File: src/rtl/core/xcfr_pkg.sv
`timescale 1ns / 1ps
package xcfr_pkg;

  localparam int unsigned MAX_FRAME = 64;

  localparam int unsigned ByteW  = 8;
  localparam int unsigned CountW = 7;
  localparam int unsigned IndexW = 2;

  typedef enum logic [1:0] {
    EV_STORED   = 2'd0,
    EV_ACCEPT   = 2'd1,
    EV_BAD_CHK  = 2'd2,
    EV_OVERFLOW = 2'd3
  } event_t;

  typedef enum logic [IndexW-1:0] {
    REG_HEAD  = 2'd0,
    REG_END   = 2'd1,
    REG_LIMIT = 2'd2
  } reg_idx_t;

  localparam logic [ByteW-1:0]  HeadReset  = 8'd170;
  localparam logic [ByteW-1:0]  EndReset   = 8'd85;
  localparam logic [CountW-1:0] LimitReset = 7'd32;

  typedef struct packed {
    logic [ByteW-1:0]  head_byte;
    logic [ByteW-1:0]  end_byte;
    logic [CountW-1:0] length_limit;
  } cfg_t;

endpackage

File: src/rtl/core/xor_checked_frame_receiver.sv
`timescale 1ns / 1ps
// Byte-serial frame receiver with XOR check.
// Input channel (in_valid/in_ready/in_rx_byte): one received byte per request.
// Output channel (out_valid/out_ready/out_*): exactly one result per byte,
//   in byte order: event (stored, accepted, check failed, overflow cleared),
//   frame type and first data byte for accepted frames, and the byte count.
// Config port (cfg_we/cfg_index/cfg_wdata): head byte, end byte, length
//   limit; write only while no request is in flight.
// A byte taken passes through the input register, then through the collector
//   into the result register.
// Throughput: one byte per cycle while out_ready is high; the collector updates
//   count, running XOR and captured frame bytes for every byte taken.
// Reset (rst_n low, synchronous): registers return to head 170, end 85,
//   limit 32; the collector is emptied and both pipeline stages drop valid.
// Stall: when out_ready is low the result holds, the input register fills,
//   and in_ready falls once both stages are occupied.
module xor_checked_frame_receiver #(
  parameter int unsigned MAX_FRAME = xcfr_pkg::MAX_FRAME
) (
  input  logic                        clk,
  input  logic                        rst_n,
  input  logic                        cfg_we,
  input  logic [xcfr_pkg::IndexW-1:0] cfg_index,
  input  logic [xcfr_pkg::ByteW-1:0]  cfg_wdata,
  input  logic                        in_valid,
  output logic                        in_ready,
  input  logic [xcfr_pkg::ByteW-1:0]  in_rx_byte,
  output logic                        out_valid,
  input  logic                        out_ready,
  output logic [1:0]                  out_event_res,
  output logic [xcfr_pkg::ByteW-1:0]  out_frame_type,
  output logic [xcfr_pkg::ByteW-1:0]  out_first_data,
  output logic [xcfr_pkg::CountW-1:0] out_frame_length
);

  xcfr_pkg::cfg_t             cfg;
  logic                       s1_valid;
  logic                       s1_ready;
  logic [xcfr_pkg::ByteW-1:0] s1_byte;

  xcfr_cfg u_cfg (
    .clk       (clk),
    .rst_n     (rst_n),
    .cfg_we    (cfg_we),
    .cfg_index (cfg_index),
    .cfg_wdata (cfg_wdata),
    .cfg       (cfg)
  );

  xcfr_in_stage u_in (
    .clk        (clk),
    .rst_n      (rst_n),
    .in_valid   (in_valid),
    .in_ready   (in_ready),
    .in_rx_byte (in_rx_byte),
    .dn_valid   (s1_valid),
    .dn_ready   (s1_ready),
    .dn_byte    (s1_byte)
  );

  xcfr_core #(
    .MAX_FRAME (MAX_FRAME)
  ) u_core (
    .clk              (clk),
    .rst_n            (rst_n),
    .cfg              (cfg),
    .up_valid         (s1_valid),
    .up_ready         (s1_ready),
    .up_byte          (s1_byte),
    .out_valid        (out_valid),
    .out_ready        (out_ready),
    .out_event_res    (out_event_res),
    .out_frame_type   (out_frame_type),
    .out_first_data   (out_first_data),
    .out_frame_length (out_frame_length)
  );

endmodule

File: src/rtl/core/xcfr_cfg.sv
`timescale 1ns / 1ps
module xcfr_cfg (
  input  logic                          clk,
  input  logic                          rst_n,
  input  logic                          cfg_we,
  input  logic [xcfr_pkg::IndexW-1:0]   cfg_index,
  input  logic [xcfr_pkg::ByteW-1:0]    cfg_wdata,
  output xcfr_pkg::cfg_t                cfg
);

  xcfr_pkg::cfg_t cfg_r;

  always_ff @(posedge clk) begin
    if (!rst_n) begin
      cfg_r.head_byte    <= xcfr_pkg::HeadReset;
      cfg_r.end_byte     <= xcfr_pkg::EndReset;
      cfg_r.length_limit <= xcfr_pkg::LimitReset;
    end else if (cfg_we) begin
      case (cfg_index)
        xcfr_pkg::REG_HEAD:  cfg_r.head_byte    <= cfg_wdata;
        xcfr_pkg::REG_END:   cfg_r.end_byte     <= cfg_wdata;
        xcfr_pkg::REG_LIMIT: cfg_r.length_limit <= cfg_wdata[xcfr_pkg::CountW-1:0];
        default: ;
      endcase
    end
  end

  assign cfg = cfg_r;

endmodule

File: src/rtl/core/xcfr_in_stage.sv
`timescale 1ns / 1ps
module xcfr_in_stage (
  input  logic                       clk,
  input  logic                       rst_n,
  input  logic                       in_valid,
  output logic                       in_ready,
  input  logic [xcfr_pkg::ByteW-1:0] in_rx_byte,
  output logic                       dn_valid,
  input  logic                       dn_ready,
  output logic [xcfr_pkg::ByteW-1:0] dn_byte
);

  logic                       valid_r;
  logic [xcfr_pkg::ByteW-1:0] byte_r;

  assign in_ready = !valid_r || dn_ready;

  always_ff @(posedge clk) begin
    if (!rst_n) begin
      valid_r <= 1'b0;
    end else if (in_valid && in_ready) begin
      valid_r <= 1'b1;
    end else if (dn_ready) begin
      valid_r <= 1'b0;
    end
  end

  always_ff @(posedge clk) begin
    if (in_valid && in_ready) begin
      byte_r <= in_rx_byte;
    end
  end

  assign dn_valid = valid_r;
  assign dn_byte  = byte_r;

endmodule

File: src/rtl/core/xcfr_core.sv
`timescale 1ns / 1ps
module xcfr_core #(
  parameter int unsigned MAX_FRAME = xcfr_pkg::MAX_FRAME
) (
  input  logic                        clk,
  input  logic                        rst_n,
  input  xcfr_pkg::cfg_t              cfg,
  input  logic                        up_valid,
  output logic                        up_ready,
  input  logic [xcfr_pkg::ByteW-1:0]  up_byte,
  output logic                        out_valid,
  input  logic                        out_ready,
  output logic [1:0]                  out_event_res,
  output logic [xcfr_pkg::ByteW-1:0]  out_frame_type,
  output logic [xcfr_pkg::ByteW-1:0]  out_first_data,
  output logic [xcfr_pkg::CountW-1:0] out_frame_length
);

  localparam int unsigned CmpW = 9;
  localparam logic [CmpW-1:0] MaxFrameC = CmpW'(MAX_FRAME);

  logic [xcfr_pkg::CountW-1:0] cnt_r, cnt_nxt;
  logic [xcfr_pkg::ByteW-1:0]  first_r, first_nxt;
  logic [xcfr_pkg::ByteW-1:0]  type_r, type_nxt;
  logic [xcfr_pkg::ByteW-1:0]  data_r, data_nxt;
  logic [xcfr_pkg::ByteW-1:0]  prev_r;
  logic [xcfr_pkg::ByteW-1:0]  xor_r, xor_nxt;

  logic                        out_valid_r;
  xcfr_pkg::event_t            ev_r, ev_nxt;
  logic [xcfr_pkg::ByteW-1:0]  ft_r, ft_nxt;
  logic [xcfr_pkg::ByteW-1:0]  fd_r, fd_nxt;
  logic [xcfr_pkg::CountW-1:0] len_r, len_nxt;

  logic                        take;
  logic [CmpW-1:0]             limit_ext;
  logic [CmpW-1:0]             eff_limit;
  logic                        close_frame;
  logic                        check_ok;

  assign up_ready = !out_valid_r || out_ready;
  assign take     = up_valid && up_ready;

  always_comb begin
    first_nxt = (cnt_r == '0) ? up_byte : first_r;
    xor_nxt   = (cnt_r == '0) ? '0 : (xor_r ^ prev_r);
    type_nxt  = (cnt_r == xcfr_pkg::CountW'(1)) ? up_byte : type_r;
    data_nxt  = (cnt_r == xcfr_pkg::CountW'(2)) ? up_byte : data_r;
    len_nxt   = cnt_r + xcfr_pkg::CountW'(1);

    limit_ext = CmpW'(cfg.length_limit);
    eff_limit = (limit_ext > MaxFrameC) ? MaxFrameC : limit_ext;

    close_frame = (up_byte == cfg.end_byte) && (first_nxt == cfg.head_byte);
    check_ok    = (len_nxt >= xcfr_pkg::CountW'(2)) &&
                  ((xor_r ^ cfg.end_byte) == prev_r);

    ev_nxt  = xcfr_pkg::EV_STORED;
    ft_nxt  = '0;
    fd_nxt  = '0;
    cnt_nxt = len_nxt;
    if (close_frame) begin
      cnt_nxt = '0;
      if (check_ok) begin
        ev_nxt = xcfr_pkg::EV_ACCEPT;
        ft_nxt = type_nxt;
        fd_nxt = (len_nxt >= xcfr_pkg::CountW'(3)) ? data_nxt : '0;
      end else begin
        ev_nxt = xcfr_pkg::EV_BAD_CHK;
      end
    end else if (CmpW'(len_nxt) >= eff_limit) begin
      ev_nxt  = xcfr_pkg::EV_OVERFLOW;
      cnt_nxt = '0;
    end
  end

  always_ff @(posedge clk) begin
    if (!rst_n) begin
      cnt_r   <= '0;
      first_r <= '0;
      type_r  <= '0;
      data_r  <= '0;
      prev_r  <= '0;
      xor_r   <= '0;
    end else if (take) begin
      cnt_r   <= cnt_nxt;
      first_r <= first_nxt;
      type_r  <= type_nxt;
      data_r  <= data_nxt;
      prev_r  <= up_byte;
      xor_r   <= xor_nxt;
    end
  end

  always_ff @(posedge clk) begin
    if (!rst_n) begin
      out_valid_r <= 1'b0;
    end else if (take) begin
      out_valid_r <= 1'b1;
    end else if (out_ready) begin
      out_valid_r <= 1'b0;
    end
  end

  always_ff @(posedge clk) begin
    if (take) begin
      ev_r  <= ev_nxt;
      ft_r  <= ft_nxt;
      fd_r  <= fd_nxt;
      len_r <= len_nxt;
    end
  end

  assign out_valid        = out_valid_r;
  assign out_event_res    = ev_r;
  assign out_frame_type   = ft_r;
  assign out_first_data   = fd_r;
  assign out_frame_length = len_r;

endmodule

File: config.mk
export PLATFORM = sky130hd
export DESIGN_NAME = xor_checked_frame_receiver
export DESIGN_NICKNAME = d
export VERILOG_FILES = /design/src/rtl/core/xcfr_pkg.sv /design/src/rtl/core/xor_checked_frame_receiver.sv /design/src/rtl/core/xcfr_cfg.sv /design/src/rtl/core/xcfr_in_stage.sv /design/src/rtl/core/xcfr_core.sv
export SDC_FILE = /design/constraint.sdc
export NUM_CORES = 1
export LEC_CHECK = 0
export ABC_CLOCK_PERIOD_IN_PS = 2640
export BUFFER_PORTS_ARGS = -buffer_cell sky130_fd_sc_hd__buf_2
export CAP_MARGIN = 20
export CORE_AREA = 2 2 104 106
export DETAILED_ROUTE_END_ITERATION = 16
export DIE_AREA = 0 0 106 108
export PLACE_DENSITY = 0.68
export SYNTH_ARGS = -nofsm -noshare
export SYNTH_HDL_FRONTEND = slang
export SYNTH_SLANG_ARGS = --single-unit
export TNS_END_PERCENT = 50
File: constraint.sdc
create_clock -name clk -period 2.64 [get_ports clk]
set_input_delay 0.528 -clock clk [delete_from_list [all_inputs] [get_ports clk]]
set_output_delay 0.528 -clock clk [all_outputs]
set_load 0.1 [all_outputs]
==> results of run 1 <==
[per-layer routing]
layer / track usage [%] / vias to the layer above / part of all wire (%)
met1: 26.49 / 1791 / 44
met4: 5.733 / 0 / 1.4
met3: 3.797 / 14 / 4.6
met2: 34.38 / 74 / 50
met5: 0 / - / 0
li1: - / 1924 / -
[power breakdown]
group / internal, W / leakage (nW) / switching, W
Clock: 0.000442 / 0.0964 / 0.000550
Combinational: 0.000138 / 1.26 / 0.000313
Sequential: 0.00172 / 0.898 / 0.0000403
[flip-flops by register name, indices dropped and copies added (netlist names), 8 cells and up]
name / count
u_core.prev_r: 8
u_in.dn_byte: 8
u_cfg.cfg: 23
u_core.type_r: 8
u_core.out_first_data: 8
u_core.data_r: 8
u_core.out_frame_type: 8
u_core.first_r: 8
u_core.xor_r: 8
[layout by cell type (no fill, tap or decap), types with 4 or more instances in the layout]
cell type,count
nand2_1,95
dfxtp_1,70
buf_2,49
o21ai_0,41
a21boi_0,33
edfxtp_1,33
mux2i_1,29
nand3_1,24
nor2_1,20
xor2_1,20
nor2b_1,19
buf_4,19
xnor2_1,15
a21oi_1,14
and2_1,11
ha_1,10
inv_1,9
clkbuf_8,9
nand4_1,6
nor4_1,4
[what timing repair did]
item,4_1_cts,5_1_grt
gates resized for setup,1,7
pin swaps,0,0
setup endpoints to repair,1,9
setup buffers,0,0
[final cells by class]
class	instances	share of cell area, %
Clock buffer	10	2.238
Clock inverter	6	1.207
Inverter	9	0.5925
Multi-Input combinational cell	383	43.12
Sequential cell	105	42.70
Tap cell	136	2.984
Timing Repair Buffer	69	7.154
[cells by family after synthesis]
family | synth area share (%)
buffers and inverters | 3.416
adder cells (fa/ha/maj) | 2.743
AND/OR/NAND/NOR | 18.73
AO/OA/AOI/OAI | 14.39
XOR/XNOR | 6.459
multiplexers | 5.786
flip-flops | 48.48
[stage by stage]
step	utilization, %	total power (W)	worst slack, ns	hold WS (ns)
2_1_floorplan	-	0.002122	0.03814	0.4435
3_3_place_gp	53.36	0.002235	0.1125	0.4577
3_5_place_dp	53.36	0.002244	-0.01913	0.4608
4_1_cts	55.34	0.003220	0.02858	0.3134
5_1_grt	55.73	0.003348	-0.006396	0.3045
6_report	55.73	0.003201	0.1501	0.3274
[how the worst min path moves through the flow]
stage | from | end | slack, ns | cells after the start
floorplan | u_core.first_r[3] | u_core.first_r[3] | 0.44 | 2
global placement | u_core.first_r[3] | u_core.first_r[3] | 0.46 | 2
detailed placement | u_core.first_r[3] | u_core.first_r[3] | 0.46 | 2
CTS | in_rx_byte[1] | u_in.dn_byte[1] | 0.31 | 1
global route | in_rx_byte[3] | u_in.dn_byte[3] | 0.30 | 1
finish | in_rx_byte[2] | u_in.dn_byte[2] | 0.33 | 1
==> metrics, run 1 <==
top post-synthesis cells by count=nand2_1 (95), dfxtp_1 (72), o21ai_0 (41); Peak VDD IR=0.2625 mV; Initial Util=49.04%; clk buf depth=2; CTS tree=built; Final setup viols=0; area of the multi-input gates=2459 um2; post-route minimum period=2.490 ns; drt wl/cell=15.34 um; number of synthesized flops with an enable pin=33; CTS Buf Count=9; Critical Path Source=u_core.cnt_r[2]; yosys synthesis warning count=0; largest cells by area after synthesis=dfxtp_1 (29%), edfxtp_1 (20%), nand2_1 (7.1%), mux2i_1 (5.8%), a21boi_0 (4.9%); Num Clock Sinks=105; dpl cells=702; IO Count=50; Remaining DRCs=0; endpoints failing hold=0; post-DP HPWL=7.801 mm; Fillers=907; vias in the first global route=3737; Final Wtd Congestion=0.8674; relative slew slack=57.38%; Final nets=611; die area=11450 um2; Max Fanout on Critical Path=9; Mean Syn Cell Area=9.449 um2; max_cap viols=0; Syn Inst Count=531; Die Height=108 um; die width=106 um; asr flop ratio synth=0%; most numerous cell in the Yosys netlist=nand2_1; Crit path arrival time=2.60 ns; Worst EP required=2.75 ns; Post-CTS Hold Fix Bufs=0; dpl cell area=5459 um2; Pwr Density=561.5 nW/um2; All-Layer GR Usage=20.20%; Pins Over Slew Limit=0; Sequential Area=2435 um2; Synth Cell Area=5017 um2; crit-path cells=nand3_1 -> nor2_1 -> xor2_1 -> ha_1 -> a21o_1 -> a31oi_2 -> o21ai_4 -> a21boi_2; final clock skew=0.01038 ns; crit end category=flop; Fmax=0.4016 GHz; WL final=11.01 mm; core area=10230 um2; top cell type's share of synthesized area=28.73%; number of port buffers=49; Diodes inserted=0; Setup crit start kind=flop; Worst Reg-to-Reg Cells=8; clock root buffer=clkbuf_8; Tightest Pin Transition=0.6369 ns; max incr delay on CP=0.56 ns; initial antenna violation count=0; Crit-path slowest cell=dfxtp_1; H-tree depth=3; Detail Route Antenna Nets=0; GR Overflow Total=0; cell taking the most area after synthesis=dfxtp_1; Final Cycle Share=94.31%; worst flop-to-flop path endpoint=u_core.out_event_res[1]; Top delay family on crit path=compound AO/OA/AOI/OAI gates; clock-pin slew on the worst setup and hold paths=0.10 ns; Hold Path Class=input pin to flop; pin count of the biggest net entering global routing=51; Synth Flop Type=dfxtp_1; design area=5702 um2; vias post-DR=3803; reg2reg setup slack=0.15 ns; synthesis-to-finish area growth=13.64%; share of cells above drive strength 1=17.35%; sum of negative setup slack=0 ns; filler-free cell count of the finished design=718; sequential fraction of the synthesis area=48.48%; first-pass GRT wire length=18.15 mm; outcome=completed; row count=37; worst skew pair latency=0.37 ns; Crit path depth=8; static leakage=2.253 nW; Syn Nets=565; crit path buf inv count=0; DRT Pass-1 Iters=4; initial detailed-routing violation count=225; Via density=5.297; kind of critical path=flop to flop; count of state elements after synthesis=105; startpoint of the worst register-to-register path=u_core.cnt_r[2]; Synth cell types=48; CP Capture Point=u_core.out_event_res[1]
No activity file was read; power rests on OpenSTA's default activity.
==> run 2: changes to the inputs <==
--- a/config.mk
+++ b/config.mk
@@ -9,6 +9,7 @@
 export BUFFER_PORTS_ARGS = -buffer_cell sky130_fd_sc_hd__buf_2
 export CAP_MARGIN = 20
 export CORE_AREA = 2 2 104 106
+export CTS_BUF_LIST = sky130_fd_sc_hd__clkbuf_16
 export DETAILED_ROUTE_END_ITERATION = 16
 export DIE_AREA = 0 0 106 108
 export PLACE_DENSITY = 0.68
==> run 2 against run 1 <==
Net effect:
- cell count did not move
- die area unchanged
- sequential power is essentially flat
- clock skew shrank 0.0062 ns
- maximum frequency fell by 0.76%
- sequential share of layout area is 0.75 points lower
- power is 10% higher
- non-clock buffer count did not move
- global-route usage about the same
- clock power up 33%
- largest cell class unchanged
==> metrics, run 2 (synthesized netlist as in run 1, its figures left out) <==
outcome=completed; core area=10230 um2; Initial Util=49.04%; Final Cycle Share=95.03%; Remaining DRCs=0; post-route minimum period=2.509 ns; startpoint of the worst register-to-register path=u_core.cnt_r[2]; sum of negative setup slack=0 ns; Final Wtd Congestion=0.8674; IO Count=50; number of port buffers=49; Critical Path Source=u_core.cnt_r[2]; H-tree depth=3; Die Height=108 um; post-DP HPWL=7.801 mm; Peak VDD IR=0.4238 mV; static leakage=2.303 nW; Final Util=56.72%; Largest register FFs=23; design area=5803 um2; first-pass GRT wire length=18.24 mm; Pwr Density=607.8 nW/um2; drt wl/cell=15.41 um; Worst EP required=2.73 ns; clk buf depth=2; GR Overflow Total=0; endpoints failing hold=0; WL final=11.07 mm; Top delay family on crit path=compound AO/OA/AOI/OAI gates; CP Capture Point=u_core.out_event_res[1]; crit path buf inv count=0; Fmax=0.3986 GHz; synthesis-to-finish area growth=15.66%; Pins Over Slew Limit=0; Final setup viols=0; max incr delay on CP=0.56 ns; Final nets=611; Crit path depth=8; crit end category=flop; Setup crit start kind=flop; Crit path arrival time=2.59 ns; Diodes inserted=0; dpl ws=-0.01913 ns; M1 GR Usage=26.19%; final clock skew=0.004175 ns; Tightest Pin Transition=0.6459 ns; reg2reg setup slack=0.13 ns; clock-pin slew on the worst setup and hold paths=0.07 ns; number of gates resized after CTS=1; share of cells above drive strength 1=17.35%; Via density=5.325; most common library cell in the layout ignoring fill and taps=nand2_1; Crit-path slowest cell=dfxtp_1; filler-free cell count of the finished design=718; kind of critical path=flop to flop; crit-path cells=nand3_1 -> nor2_1 -> xor2_1 -> ha_1 -> a21o_1 -> a31oi_2 -> o21ai_4 -> a21boi_2; vias post-DR=3823; met2 usage=34.84%; CTS tree=built; Hold Path Class=input pin to flop; Post-CTS Hold Fix Bufs=0; pin count of the biggest net entering global routing=51; Max Fanout on Critical Path=9; initial detailed-routing violation count=191; worst flop-to-flop path endpoint=u_core.out_event_res[1]; Detail Route Antenna Nets=0; DRT Pass-1 Iters=4; vias in the first global route=3760; final worst slack=0.1311 ns; Setup Fix Bufs, Post-CTS=0; die width=106 um; Worst Reg-to-Reg Cells=8; initial antenna violation count=0; Num Clock Sinks=105; row count=37; GRT met3 Usage=3.496%; worst skew pair latency=0.34 ns; dpl cell area=5459 um2; commonest non-fill, non-tap cells in the layout=nand2_1 (95), dfxtp_1 (70), buf_2 (49), o21ai_0 (41); dpl cells=702; CTS Buf Count=9; die area=11450 um2; max_cap viols=0; relative slew slack=56.78%; clock root buffer=clkbuf_16; All-Layer GR Usage=20.24%; gr busiest metal=met2
[run 2: cell count changes in the layout (fill, tap and decap cells not counted)]
cell / change
clkbuf_1: -1
inv_1: +1
clkbuf_16: +9
clkbuf_8: -9
[run 2: how the worst min path moves through the flow]
stage                      start                 to  slack [ns]  depth (start not counted)
3_3_place_gp   u_core.first_r[3]  u_core.first_r[3]        0.46                          2
4_1_cts            in_rx_byte[1]    u_in.dn_byte[1]        0.35                          1
5_1_grt            in_rx_byte[3]    u_in.dn_byte[3]        0.35                          1
6_report           in_rx_byte[2]    u_in.dn_byte[2]        0.36                          1
3_5_place_dp   u_core.first_r[3]  u_core.first_r[3]        0.46                          2
2_1_floorplan  u_core.first_r[3]  u_core.first_r[3]        0.44                          2
[run 2: stage by stage]
step	total power, W	hold WS, ns
floorplan	0.002122	0.4435
global placement	0.002235	0.4577
detailed placement	0.002244	0.4608
CTS	0.003553	0.3463
global route	0.003668	0.3523
finish	0.003527	0.3569
[run 2: area by class of cell]
class	instances	area [um2]
fillers	902	4428
repair buffers	69	407.9
clock buffers	9	225.2
multi-input cells	383	2459
inverters	9	33.78
well taps	136	170.2
flip-flops and latches	105	2435
clock inverters	7	72.57
[run 2: report_power, final]
part / total (W) / switching (W) / internal (W)
Combinational: 0.000451 / 0.000313 / 0.000138
Sequential: 0.00176 / 0.0000404 / 0.00172
Clock: 0.00132 / 0.000581 / 0.000735
Total: 0.00353 / 0.000935 / 0.00259
[run 2: metal layers]
metal | vias up | routed length (um)
li1 | 1927 | -
met5 | - | 0
met1 | 1805 | 4816
met2 | 75 | 5566
met3 | 16 | 508
met4 | 0 | 175
[run 2: worst register-to-register path, cell delays in order, from the launching register on]
cell and delay, ns:
dfxtp_1 0.56, nand3_1 0.22, nor2_1 0.18, xor2_1 0.21, ha_1 0.29, a21o_1 0.20
a31oi_2 0.25, o21ai_4 0.15, a21boi_2 0.19
==> run 3: changes to the inputs <==
--- a/config.mk
+++ b/config.mk
@@ -8,11 +8,12 @@
 export ABC_CLOCK_PERIOD_IN_PS = 2640
 export BUFFER_PORTS_ARGS = -buffer_cell sky130_fd_sc_hd__buf_2
 export CAP_MARGIN = 20
-export CORE_AREA = 2 2 104 106
+export CORE_AREA = 5 5 107 109
 export CTS_BUF_LIST = sky130_fd_sc_hd__clkbuf_16
 export DETAILED_ROUTE_END_ITERATION = 16
-export DIE_AREA = 0 0 106 108
+export DIE_AREA = 0 0 112 114
 export PLACE_DENSITY = 0.68
+export SLEW_MARGIN = 40
 export SYNTH_ARGS = -nofsm -noshare
 export SYNTH_HDL_FRONTEND = slang
 export SYNTH_SLANG_ARGS = --single-unit
==> run 3 against run 2 <==
Net effect:
- non-clock buffer count stayed put
- core utilization is 1.5 points lower
- count of clock-buffer cells in the layout is 1 higher
- maximum frequency is 0.38% higher
- sequential cell count stayed put
- sequential power hardly changed
- die area is 12% higher
- worst setup slack better by 0.0094 ns
- largest power group unchanged
==> metrics, run 3 (synthesized netlist as in run 1, its figures left out) <==
outcome=completed; Hold Crit Depth=1; number of port buffers=49; Max Fanout on Critical Path=8; H-tree depth=3; vias in the first global route=3663; Sequential Area=2434 um2; initial antenna violation count=0; RSZ-0062 raised after global routing=false; core area=10510 um2; max incr delay on CP=0.43 ns; crit-path cells=ha_2 -> nand3_1 -> xnor2_1 -> ha_1 -> a21oi_1 -> o21ai_0 -> a31oi_2 -> o21ai_4 -> a21boi_2; Final Wtd Congestion=0.8219; CTS Buf Count=9; Initial Util=47.75%; Remaining DRCs=0; Via density=5.319; Hold Startpoint=in_rx_byte[1]; kind of critical path=flop to flop; All-Layer GR Usage=18.07%; GR Overflow Total=0; Top delay family on crit path=compound AO/OA/AOI/OAI gates; Worst Reg-to-Reg Cells=9; dpl cells=706; Largest register FFs=23; Crit-path slowest cell=dfxtp_1; Post-CTS Hold Fix Bufs=0; Detail Route Antenna Nets=0; die area=12770 um2; share of cells above drive strength 1=16.84%; Die Height=114 um; reg2reg setup slack=0.14 ns; row count=38; Pwr Density=614.3 nW/um2; crit end category=flop; Critical Path Source=u_core.cnt_r[0]; clock root buffer=clkbuf_16; die width=112 um; drt wl/cell=15.24 um; endpoints failing hold=0; WL final=11.00 mm; Final Cycle Share=94.68%; DRT Pass-1 Iters=4; synthesis-to-finish area growth=15.66%; commonest non-fill, non-tap cells in the layout=nand2_1 (95), dfxtp_1 (71), buf_2 (49), o21ai_0 (41); Worst EP required=2.73 ns; Crit path depth=9; vias post-DR=3840; sum of negative setup slack=0 ns; Setup crit start kind=flop; most common library cell in the layout ignoring fill and taps=nand2_1; clock-pin slew on the worst setup and hold paths=0.07 ns; clk buf depth=2; relative slew slack=59.76%; post-DP HPWL=7.854 mm; crit path buf inv count=0; CTS tree=built; Fillers=926; Fmax=0.4001 GHz; static leakage=2.309 nW; Setup Fix Bufs, Post-CTS=0; Final setup viols=0; IO Count=50; worst skew pair latency=0.35 ns; initial detailed-routing violation count=210; max_cap viols=0; Final nets=611; Diodes inserted=0; first-pass GRT wire length=18.44 mm; Tightest Pin Transition=0.5973 ns; final clock skew=0.009228 ns; Peak VDD IR=0.2974 mV; Num Clock Sinks=105; pin count of the biggest net entering global routing=78; startpoint of the worst register-to-register path=u_core.cnt_r[0]; Hold Path Class=input pin to flop; Pins Over Slew Limit=0; filler-free cell count of the finished design=722; Crit path arrival time=2.59 ns; area of the multi-input gates=2434 um2; post-route minimum period=2.499 ns
==> run 3: stage by stage <==
step	cell area (um2)	power, W	utilization (%)	hold WS, ns	setup WS, ns
3_3_place_gp	5477	0.002236	52.12	0.4547	0.09333
5_1_grt	5803	0.003713	55.23	0.3422	0.01945
3_5_place_dp	5477	0.002245	52.12	0.4650	0.01850
2_1_floorplan	5025	0.002122	-	0.4435	0.03814
6_report	5803	0.003565	55.23	0.3498	0.1405
4_1_cts	5783	0.003596	55.04	0.3426	0.005383
==> run 3: final cells by class <==
type	count	area share, %
Sequential cell	105	41.94
Clock buffer	10	4.312
Inverter	9	0.5821
Clock inverter	6	0.9702
Timing Repair Buffer	69	7.244
Multi-Input combinational cell	383	41.94
Tap cell	140	3.019
==> run 3: report_power, final <==
group | switching (W) | leakage [nW] | internal, W | total, W
registers | 0.0000401 | 0.897 | 0.00172 | 0.00176
logic | 0.000310 | 1.25 | 0.000140 | 0.000450
clock network | 0.000570 | 0.159 | 0.000785 | 0.00136
==> run 3: routing by layer <==
metal / up-vias / GRT usage (%) / share of wire [%]
met4: 0 / 7.612 / 1.7
li1: 1926 / - / -
met5: - / 0 / 0
met3: 14 / 3.607 / 4.5
met1: 1813 / 23.62 / 44
met2: 87 / 29.42 / 50
==> run 3: worst register-to-register path, stage by stage (launching register included) <==
cell and delay, ns:
dfxtp_1 0.43, ha_2 0.28, nand3_1 0.12, xnor2_1 0.30, ha_1 0.30, a21oi_1 0.14, o21ai_0 0.11, a31oi_2 0.25
o21ai_4 0.14, a21boi_2 0.18
==> run 3: timing repair <==
item	4_1_cts	5_1_grt
endpoints found under the hold margin	0	0
resized for setup	0	4
setup endpoints to repair	0	12
==> run 3: path summary, 6_finish.rpt <==
check	end
max	u_core.out_event_res[1]
min	u_in.dn_byte[1]
max reg2reg	u_core.out_event_res[1]
min reg2reg	u_core.first_r[3]
